===== src/hw/rtl/utfd_pkg.sv =====
package utfd_pkg;

   localparam int unsigned UNIT_W   = 16;
   localparam int unsigned CP_W     = 21;
   localparam int unsigned KIND_W   = 2;
   localparam int unsigned STATUS_W = 2;
   localparam int unsigned PAYLD_W  = 10;
   localparam int unsigned CSR_IDX_W  = 1;
   localparam int unsigned CSR_DATA_W = 21;

   localparam logic [KIND_W-1:0] KIND_UNIT    = 2'd0;
   localparam logic [KIND_W-1:0] KIND_END     = 2'd1;
   localparam logic [KIND_W-1:0] KIND_RESTART = 2'd2;

   localparam logic [STATUS_W-1:0] ST_EMIT    = 2'd0;
   localparam logic [STATUS_W-1:0] ST_WAIT    = 2'd1;
   localparam logic [STATUS_W-1:0] ST_ILLEGAL = 2'd2;
   localparam logic [STATUS_W-1:0] ST_OK      = 2'd3;

   localparam logic [CSR_IDX_W-1:0] CSR_BREAK_ENABLE = 1'd0;
   localparam logic [CSR_IDX_W-1:0] CSR_BREAK_CHAR   = 1'd1;

   localparam logic [CP_W-1:0] SUPP_BASE = 21'h010000;

   typedef struct packed {
      logic [KIND_W-1:0] kind;
      logic [UNIT_W-1:0] code_unit;
   } req_type;

   typedef struct packed {
      logic [STATUS_W-1:0] status;
      logic [CP_W-1:0]     code_point;
      logic                is_break;
   } rsp_type;

endpackage


===== src/hw/rtl/utfd_core.sv =====
module utfd_core (
   input  logic                        clock,
   input  logic                        reset,
   input  logic                        advance,
   input  utfd_pkg::req_type           req,
   input  logic                        break_enable,
   input  logic [utfd_pkg::CP_W-1:0]   break_char,
   output utfd_pkg::rsp_type           rsp
);

   typedef enum logic [1:0] {
      PH_IDLE,
      PH_PENDING,
      PH_ERROR
   } phase_type;

   phase_type                          phase_ff;
   phase_type                          phase_in;
   logic [utfd_pkg::PAYLD_W-1:0]       high_bits_ff;
   logic [utfd_pkg::PAYLD_W-1:0]       high_bits_in;
   logic [utfd_pkg::STATUS_W-1:0]      status;
   logic [utfd_pkg::CP_W-1:0]          code_point;
   logic                               is_surrogate;
   logic                               is_low;
   logic [utfd_pkg::CP_W-1:0]          pair_cp;

   assign is_surrogate = (req.code_unit[15:11] == 5'b11011);
   assign is_low       = is_surrogate && req.code_unit[10];
   assign pair_cp      = {1'b0, high_bits_ff, req.code_unit[9:0]} + utfd_pkg::SUPP_BASE;

   always_comb begin
      phase_in     = phase_ff;
      high_bits_in = high_bits_ff;
      status       = utfd_pkg::ST_OK;
      code_point   = '0;
      case (req.kind)
         utfd_pkg::KIND_RESTART: begin
            phase_in     = PH_IDLE;
            high_bits_in = '0;
         end
         utfd_pkg::KIND_END: begin
            status = (phase_ff == PH_IDLE) ? utfd_pkg::ST_OK : utfd_pkg::ST_ILLEGAL;
         end
         utfd_pkg::KIND_UNIT: begin
            case (phase_ff)
               PH_IDLE: begin
                  if (is_low) begin
                     phase_in = PH_ERROR;
                     status   = utfd_pkg::ST_ILLEGAL;
                  end else if (is_surrogate) begin
                     phase_in     = PH_PENDING;
                     high_bits_in = req.code_unit[9:0];
                     status       = utfd_pkg::ST_WAIT;
                  end else begin
                     status     = utfd_pkg::ST_EMIT;
                     code_point = {5'd0, req.code_unit};
                  end
               end
               PH_PENDING: begin
                  if (is_low) begin
                     phase_in   = PH_IDLE;
                     status     = utfd_pkg::ST_EMIT;
                     code_point = pair_cp;
                  end else begin
                     phase_in = PH_ERROR;
                     status   = utfd_pkg::ST_ILLEGAL;
                  end
               end
               default: begin
                  status = utfd_pkg::ST_ILLEGAL;
               end
            endcase
         end
         default: begin
            status = utfd_pkg::ST_OK;
         end
      endcase
   end

   assign rsp.status     = status;
   assign rsp.code_point = code_point;
   assign rsp.is_break   = (status == utfd_pkg::ST_EMIT) && break_enable
                           && (code_point == break_char);

   always_ff @(posedge clock) begin
      if (reset) begin
         phase_ff     <= PH_IDLE;
         high_bits_ff <= '0;
      end else if (advance) begin
         phase_ff     <= phase_in;
         high_bits_ff <= high_bits_in;
      end
   end

endmodule


===== src/hw/rtl/utf16_to_code_point_decoder.sv =====
// UTF-16 code unit to Unicode code point decoder.
// Request channel (req_valid, req_stall, req_kind, req_code_unit): one word per
// code unit, end-of-text check or restart. Response channel (rsp_valid,
// rsp_stall, rsp_status, rsp_code_point, rsp_is_break): exactly one word for
// every request word, in order.
// A request word is held in an input register; when the output register is
// free, the decode logic and the surrogate state turn it into a response word
// in the output register. One word is taken every cycle while the receiver
// does not stall.
// When rsp_stall is high the output register holds its word; the input
// register still takes one more word, after which req_stall rises until the
// output register frees up.
// The configuration port (csr_wr_en, csr_index, csr_data) sets break_enable at
// index 0 and break_char at index 1; the user must write it only while the
// block is idle, which the block does not enforce. Reset clears both valid
// flags and break settings, empties the pipeline, leaves no surrogate pending.
module utf16_to_code_point_decoder (
   input  logic                                clock,
   input  logic                                reset,
   input  logic                                req_valid,
   output logic                                req_stall,
   input  logic [utfd_pkg::KIND_W-1:0]         req_kind,
   input  logic [utfd_pkg::UNIT_W-1:0]         req_code_unit,
   output logic                                rsp_valid,
   input  logic                                rsp_stall,
   output logic [utfd_pkg::STATUS_W-1:0]       rsp_status,
   output logic [utfd_pkg::CP_W-1:0]           rsp_code_point,
   output logic                                rsp_is_break,
   input  logic                                csr_wr_en,
   input  logic [utfd_pkg::CSR_IDX_W-1:0]      csr_index,
   input  logic [utfd_pkg::CSR_DATA_W-1:0]     csr_data
);

   logic                           stg_valid_ff;
   utfd_pkg::req_type              stg_req_ff;
   logic                           rsp_valid_ff;
   utfd_pkg::rsp_type              rsp_ff;
   utfd_pkg::rsp_type              rsp_in;
   logic                           break_enable_ff;
   logic [utfd_pkg::CP_W-1:0]      break_char_ff;
   logic                           out_free;
   logic                           advance;
   logic                           accept;

   assign out_free  = !rsp_valid_ff || !rsp_stall;
   assign advance   = stg_valid_ff && out_free;
   assign req_stall = stg_valid_ff && !out_free;
   assign accept    = req_valid && !req_stall;

   utfd_core u_core (
      .clock        (clock),
      .reset        (reset),
      .advance      (advance),
      .req          (stg_req_ff),
      .break_enable (break_enable_ff),
      .break_char   (break_char_ff),
      .rsp          (rsp_in)
   );

   always_ff @(posedge clock) begin
      if (reset) begin
         stg_valid_ff <= 1'b0;
      end else if (accept) begin
         stg_valid_ff <= 1'b1;
      end else if (advance) begin
         stg_valid_ff <= 1'b0;
      end
   end

   always_ff @(posedge clock) begin
      if (accept) begin
         stg_req_ff.kind      <= req_kind;
         stg_req_ff.code_unit <= req_code_unit;
      end
   end

   always_ff @(posedge clock) begin
      if (reset) begin
         rsp_valid_ff <= 1'b0;
      end else if (out_free) begin
         rsp_valid_ff <= stg_valid_ff;
      end
   end

   always_ff @(posedge clock) begin
      if (advance) begin
         rsp_ff <= rsp_in;
      end
   end

   always_ff @(posedge clock) begin
      if (reset) begin
         break_enable_ff <= 1'b0;
         break_char_ff   <= '0;
      end else if (csr_wr_en) begin
         case (csr_index)
            utfd_pkg::CSR_BREAK_ENABLE: break_enable_ff <= csr_data[0];
            utfd_pkg::CSR_BREAK_CHAR:   break_char_ff   <= csr_data[utfd_pkg::CP_W-1:0];
            default: begin
            end
         endcase
      end
   end

   assign rsp_valid      = rsp_valid_ff;
   assign rsp_status     = rsp_ff.status;
   assign rsp_code_point = rsp_ff.code_point;
   assign rsp_is_break   = rsp_ff.is_break;

`ifndef ASSERT_OFF
   a_emit_not_surrogate: assert property (@(posedge clock) disable iff (reset)
      rsp_valid_ff && rsp_ff.status == utfd_pkg::ST_EMIT
      |-> rsp_ff.code_point[20:11] != 10'h01B)
      else $error("emitted code point lies in the surrogate range");

   a_no_emit_clean: assert property (@(posedge clock) disable iff (reset)
      rsp_valid_ff && rsp_ff.status != utfd_pkg::ST_EMIT
      |-> rsp_ff.code_point == '0 && !rsp_ff.is_break)
      else $error("non-emit word carries a code point or break flag");

   a_break_needs_enable: assert property (@(posedge clock) disable iff (reset)
      rsp_valid_ff && rsp_ff.is_break |-> break_enable_ff
      && rsp_ff.code_point == break_char_ff)
      else $error("break flag set without a matching enabled break character");

   a_stage_held: assert property (@(posedge clock) disable iff (reset)
      stg_valid_ff && !advance |=> stg_valid_ff && $stable(stg_req_ff))
      else $error("input register lost a word while the output was full");
`endif

endmodule

===== config.mk =====
export PLATFORM = sky130hd
export DESIGN_NAME = utf16_to_code_point_decoder
export DESIGN_NICKNAME = d
export VERILOG_FILES = /design/src/hw/rtl/utfd_pkg.sv /design/src/hw/rtl/utfd_core.sv /design/src/hw/rtl/utf16_to_code_point_decoder.sv
export SDC_FILE = /design/constraint.sdc
export NUM_CORES = 1
export LEC_CHECK = 0
export BUFFER_PORTS_ARGS = -buffer_cell sky130_fd_sc_hd__buf_2
export CAP_MARGIN = 20
export CORE_MARGIN = 2
export CORE_UTILIZATION = 58
export DETAILED_ROUTE_END_ITERATION = 8
export GPL_TIMING_DRIVEN = 0
export PLACE_DENSITY = 0.84
export SLEW_MARGIN = 15
export SYNTH_ARGS = -nofsm -noshare
export SYNTH_HDL_FRONTEND = slang
export SYNTH_SLANG_ARGS = --single-unit

===== constraint.sdc =====
create_clock -name clock -period 5.36 [get_ports clock]
set_input_delay 1.072 -clock clock [delete_from_list [all_inputs] [get_ports clock]]
set_output_delay 1.072 -clock clock [all_outputs]
set_load 0.05 [all_outputs]

==> summary.txt <==
Detailed routing
  – Post-Route WL: 7785 um
  – 1st-iter DRT viols: 176
  – Vias: 2769
  – DRT Pass-1 Iters: 5
  – Vias per inst: 5.745
  – Met3 WL: 641 um
  – DRT met1 WL: 3154 um
  – Routed Antenna Nets: 0
  – Wire length on met2: 3739 um
  – Wire length per cell: 16.15 um
  – DRC Markers: 0
  – DR top layer: met4

Synthesis
  – Mapped Area: 0.003390 sq mm
  – Synth top area cells: edfxtp_1 (37%), dfxtp_1 (21%), nand2_1 (6.8%)
  – Post-Syn Nets: 371
  – Seq/Total Area, Yosys: 58.47%
  – Mean Syn Cell Area: 10.43 sq um
  – Count of cell types in the netlist: 54
  – Primary FF master, synth: edfxtp_1
  – FFs w/ async S/R, synth: 0%
  – Post-synth EDFFs: 42
  – Dominant cell type by area after synthesis: edfxtp_1
  – Area share of the largest cell type after synthesis: 37.21%
  – Ys Warns: 0
  – #FFs+latches synth: 78
  – Cells after Synth: 325

Final layout
  – Fin cells: 482
  – Fillers: 412
  – Synth-to-layout area growth: 20.60%
  – Final net count: 451
  – Final Cell Area: 0.004088 sq mm
  – Multi-input logic area: 0.001314 sq mm
  – # diodes: 0
  – Share of cells above drive strength 1: 23.90%
  – Register area: 0.001982 sq mm

Power
  – Pwr Density: 336.1 mW/mm^2
  – Worst vdd ir: 0.2396 mV
  – Leak: 1.606 nW
  – Pwr Total: 0.001374 W

Die
  – Die Ht: 80.45 um
  – Die Area: 0.006471 sq mm
  – Die Width: 80.45 um
  – Starting density of the core: 60.81%
  – Rows: 27
  – Floorplan Core Area: 0.005574 sq mm
  – IO Pins: 71

Hold path
  – Hold Crit Depth: 2
  – Hold EP: u_core.high_bits_ff[0]$_SDFFE_PP0P_
  – Worst Hold Class: register to register
  – Worst hold start: u_core.high_bits_ff[0]$_SDFFE_PP0P_

Worst setup path
  – Worst setup EP type: output port
  – CP Class: primary input to output port
  – Slowest cell delay on critical path: 0.28 ns
  – Arrival time worst endpoint: 1.65 ns
  – Crit Reg-Reg Endpoint: rsp_is_break$_DFFE_PP_
  – Most used cell, CP: buf_2
  – R2r worst-path depth: 8
  – Critical path startpoint category: primary input
  – Slowest stage cell, crit path: buf_2
  – Crit Path Max Fanout: 3
  – CP cell instances: buf_2 -> and3_1 -> buf_2
  – Delay-heaviest family, CP: buffers and inverters
  – CP Buf/Inv Count: 2
  – Data required time of the worst path: 4.29 ns
  – Crit Reg-Reg Startpoint: stg_req_ff[17]$_DFFE_PP_
  – R2R Setup Slk: 2.87 ns

Clocking
  – Root Buffer: clkbuf_8
  – H-tree levels: 3
  – Cts repair resizes: 0
  – CTS buffer count: 9
  – Later-pin clock latency in the skew report: 0.36 ns
  – Post-cts hold buffer count: 0
  – Setup Fix Bufs, Post-CTS: 0
  – CTS sink cnt: 78
  – Max clock buf depth: 2
  – CTS tree: yes
  – Clock transition at the registers of the reported paths: 0.07 ns

Timing
  – Max-slew violations: 0
  – Period minus WS final: 2.724 ns
  – Relative slew slack: 34.32%
  – Sum Neg Setup Slack: 0 ns
  – Clk_skew: 0.01478 ns
  – Slew @ Worst Pin: 0.9841 ns
  – Count of final hold-check violations: 0
  – Tcrit/Tclk final: 50.82%
  – Post-Route Hold Slack: 0.4559 ns
  – RSZ-0062 raised after global routing: no
  – F_max: 367.1 MHz
  – Setup Viol. Count Final: 0

Placed design
  – Placement-stage cell area: 0.003827 sq mm
  – Final Wtd Congestion: 0.8866
  – Placed Cells: 466
  – Post-DP HPWL: 5420 um
  – I/O Buffers: 69

GRT
  – Vias in the first global route: 2665
  – GRT Total Usage: 25.27%
  – Initial antenna violation count: 0
  – First-pass GRT wire length: 12050 um
  – Largest net degree at the start of global routing: 25
  – Grt ovf: 0

Status
  – Status: finished, final reports clean

Run
  – Maxcap violations: 0
[worst min-delay path, delay by kind of cell, from the launching register on]
family           cells  cell delay, ns
AND/OR/NAND/NOR      1            0.05
flip-flops           1            0.31
AO/OA/AOI/OAI        1            0.05
[cells in the mapped netlist, drive strengths merged (2+ instances only)]
master and count:
nand4 2, buf 4, and3 6, o32ai 2
nor4 2, nor3 4, a211o 3, a21oi 37
a211oi 2, nor2b 2, nand3b 3, xor2 9
a2111oi 2, edfxtp 42, nand3 18, o211ai 3
nand2b 3, nand2 61, o21ai 6, dfxtp 36
inv 6, xnor2 9, mux2i 2, a31o 2
nor2 14, a22oi 2, o21a 2, and2 14
clkbuf 11
[area by class of cell]
type	instances	share of cell area, %
Sequential cell	78	48.48
Multi-Input combinational cell	226	32.14
Timing Repair Buffer	69	8.448
Clock inverter	6	3.245
Clock buffer	10	3.122
Tap cell	72	2.204
Buffer	15	1.806
Inverter	6	0.5510
[per-stage QoR]
stage / utilization, % / setup slack (ns)
2_1_floorplan: - / 2.616
3_3_place_gp: 68.62 / 2.500
3_5_place_dp: 68.66 / 2.640
4_1_cts: 73.33 / 2.632
5_1_grt: 73.33 / 2.615
6_report: 73.33 / 2.636
[state kept, by name, indices dropped and copies added (netlist names)]
signal / count
u_core.phase_ff: 2
break_char_ff: 21
stg_valid_ff: 1
break_enable_ff: 1
rsp_code_point: 21
rsp_valid: 1
rsp_status: 2
stg_req_ff: 18
rsp_is_break: 1
u_core.high_bits_ff: 10
[worst max path at each step]
stage	slack, ns	start	to	cells after the start
after floorplan	2.62	rsp_stall	stg_req_ff[0]$_DFFE_PP_	2
after detailed placement	2.64	rsp_stall	req_stall	3
final	2.64	rsp_stall	req_stall	3
after CTS	2.63	rsp_stall	req_stall	3
after global routing	2.62	rsp_stall	req_stall	3
after global placement	2.50	rsp_stall	stg_req_ff[5]$_DFFE_PP_	3
[where the power goes]
part | leakage (nW) | internal, W | switching, W | total [W]
Clock | 0.129 | 0.000357 | 0.000211 | 0.000568
Sequential | 0.699 | 0.000656 | 0.0000188 | 0.000675
Combinational | 0.778 | 0.0000460 | 0.0000848 | 0.000131
Total | 1.61 | 0.00106 | 0.000315 | 0.00137
[kinds of logic (layout without fill, tap and decap cells)]
group	after synthesis	count (layout)	share of synthesized area, %
AND/OR/NAND/NOR	136	136	19.97
flip-flops	78	78	58.47
AO/OA/AOI/OAI	69	69	13.10
buffers and inverters	21	106	2.842
XOR/XNOR	18	18	4.651
multiplexers	2	2	0.5906
adder cells (fa/ha/maj)	1	1	0.3691
[layout by cell type, fill, tap and decap left out, drive strengths merged, types with 3 or more instances in the layout]
cell type and n:
clkbuf 21, nor3 4, and3 6, inv 7, nor2 14, xnor2 9
buf 73, nand3b 3, and2 14, nand3 18, a21oi 37, nand2b 3
dfxtp 36, nand2 61, o21ai 6, xor2 9, o211ai 3, a211o 3
edfxtp 42, bufinv 4
[metal layers]
layer,GRT usage (%),vias to the layer above
met4,14.07,0
met3,4.382,24
met5,0,-
met2,41.42,142
li1,-,1317
met1,31.63,1286
Note: power is estimated with default switching activity, not from simulation.
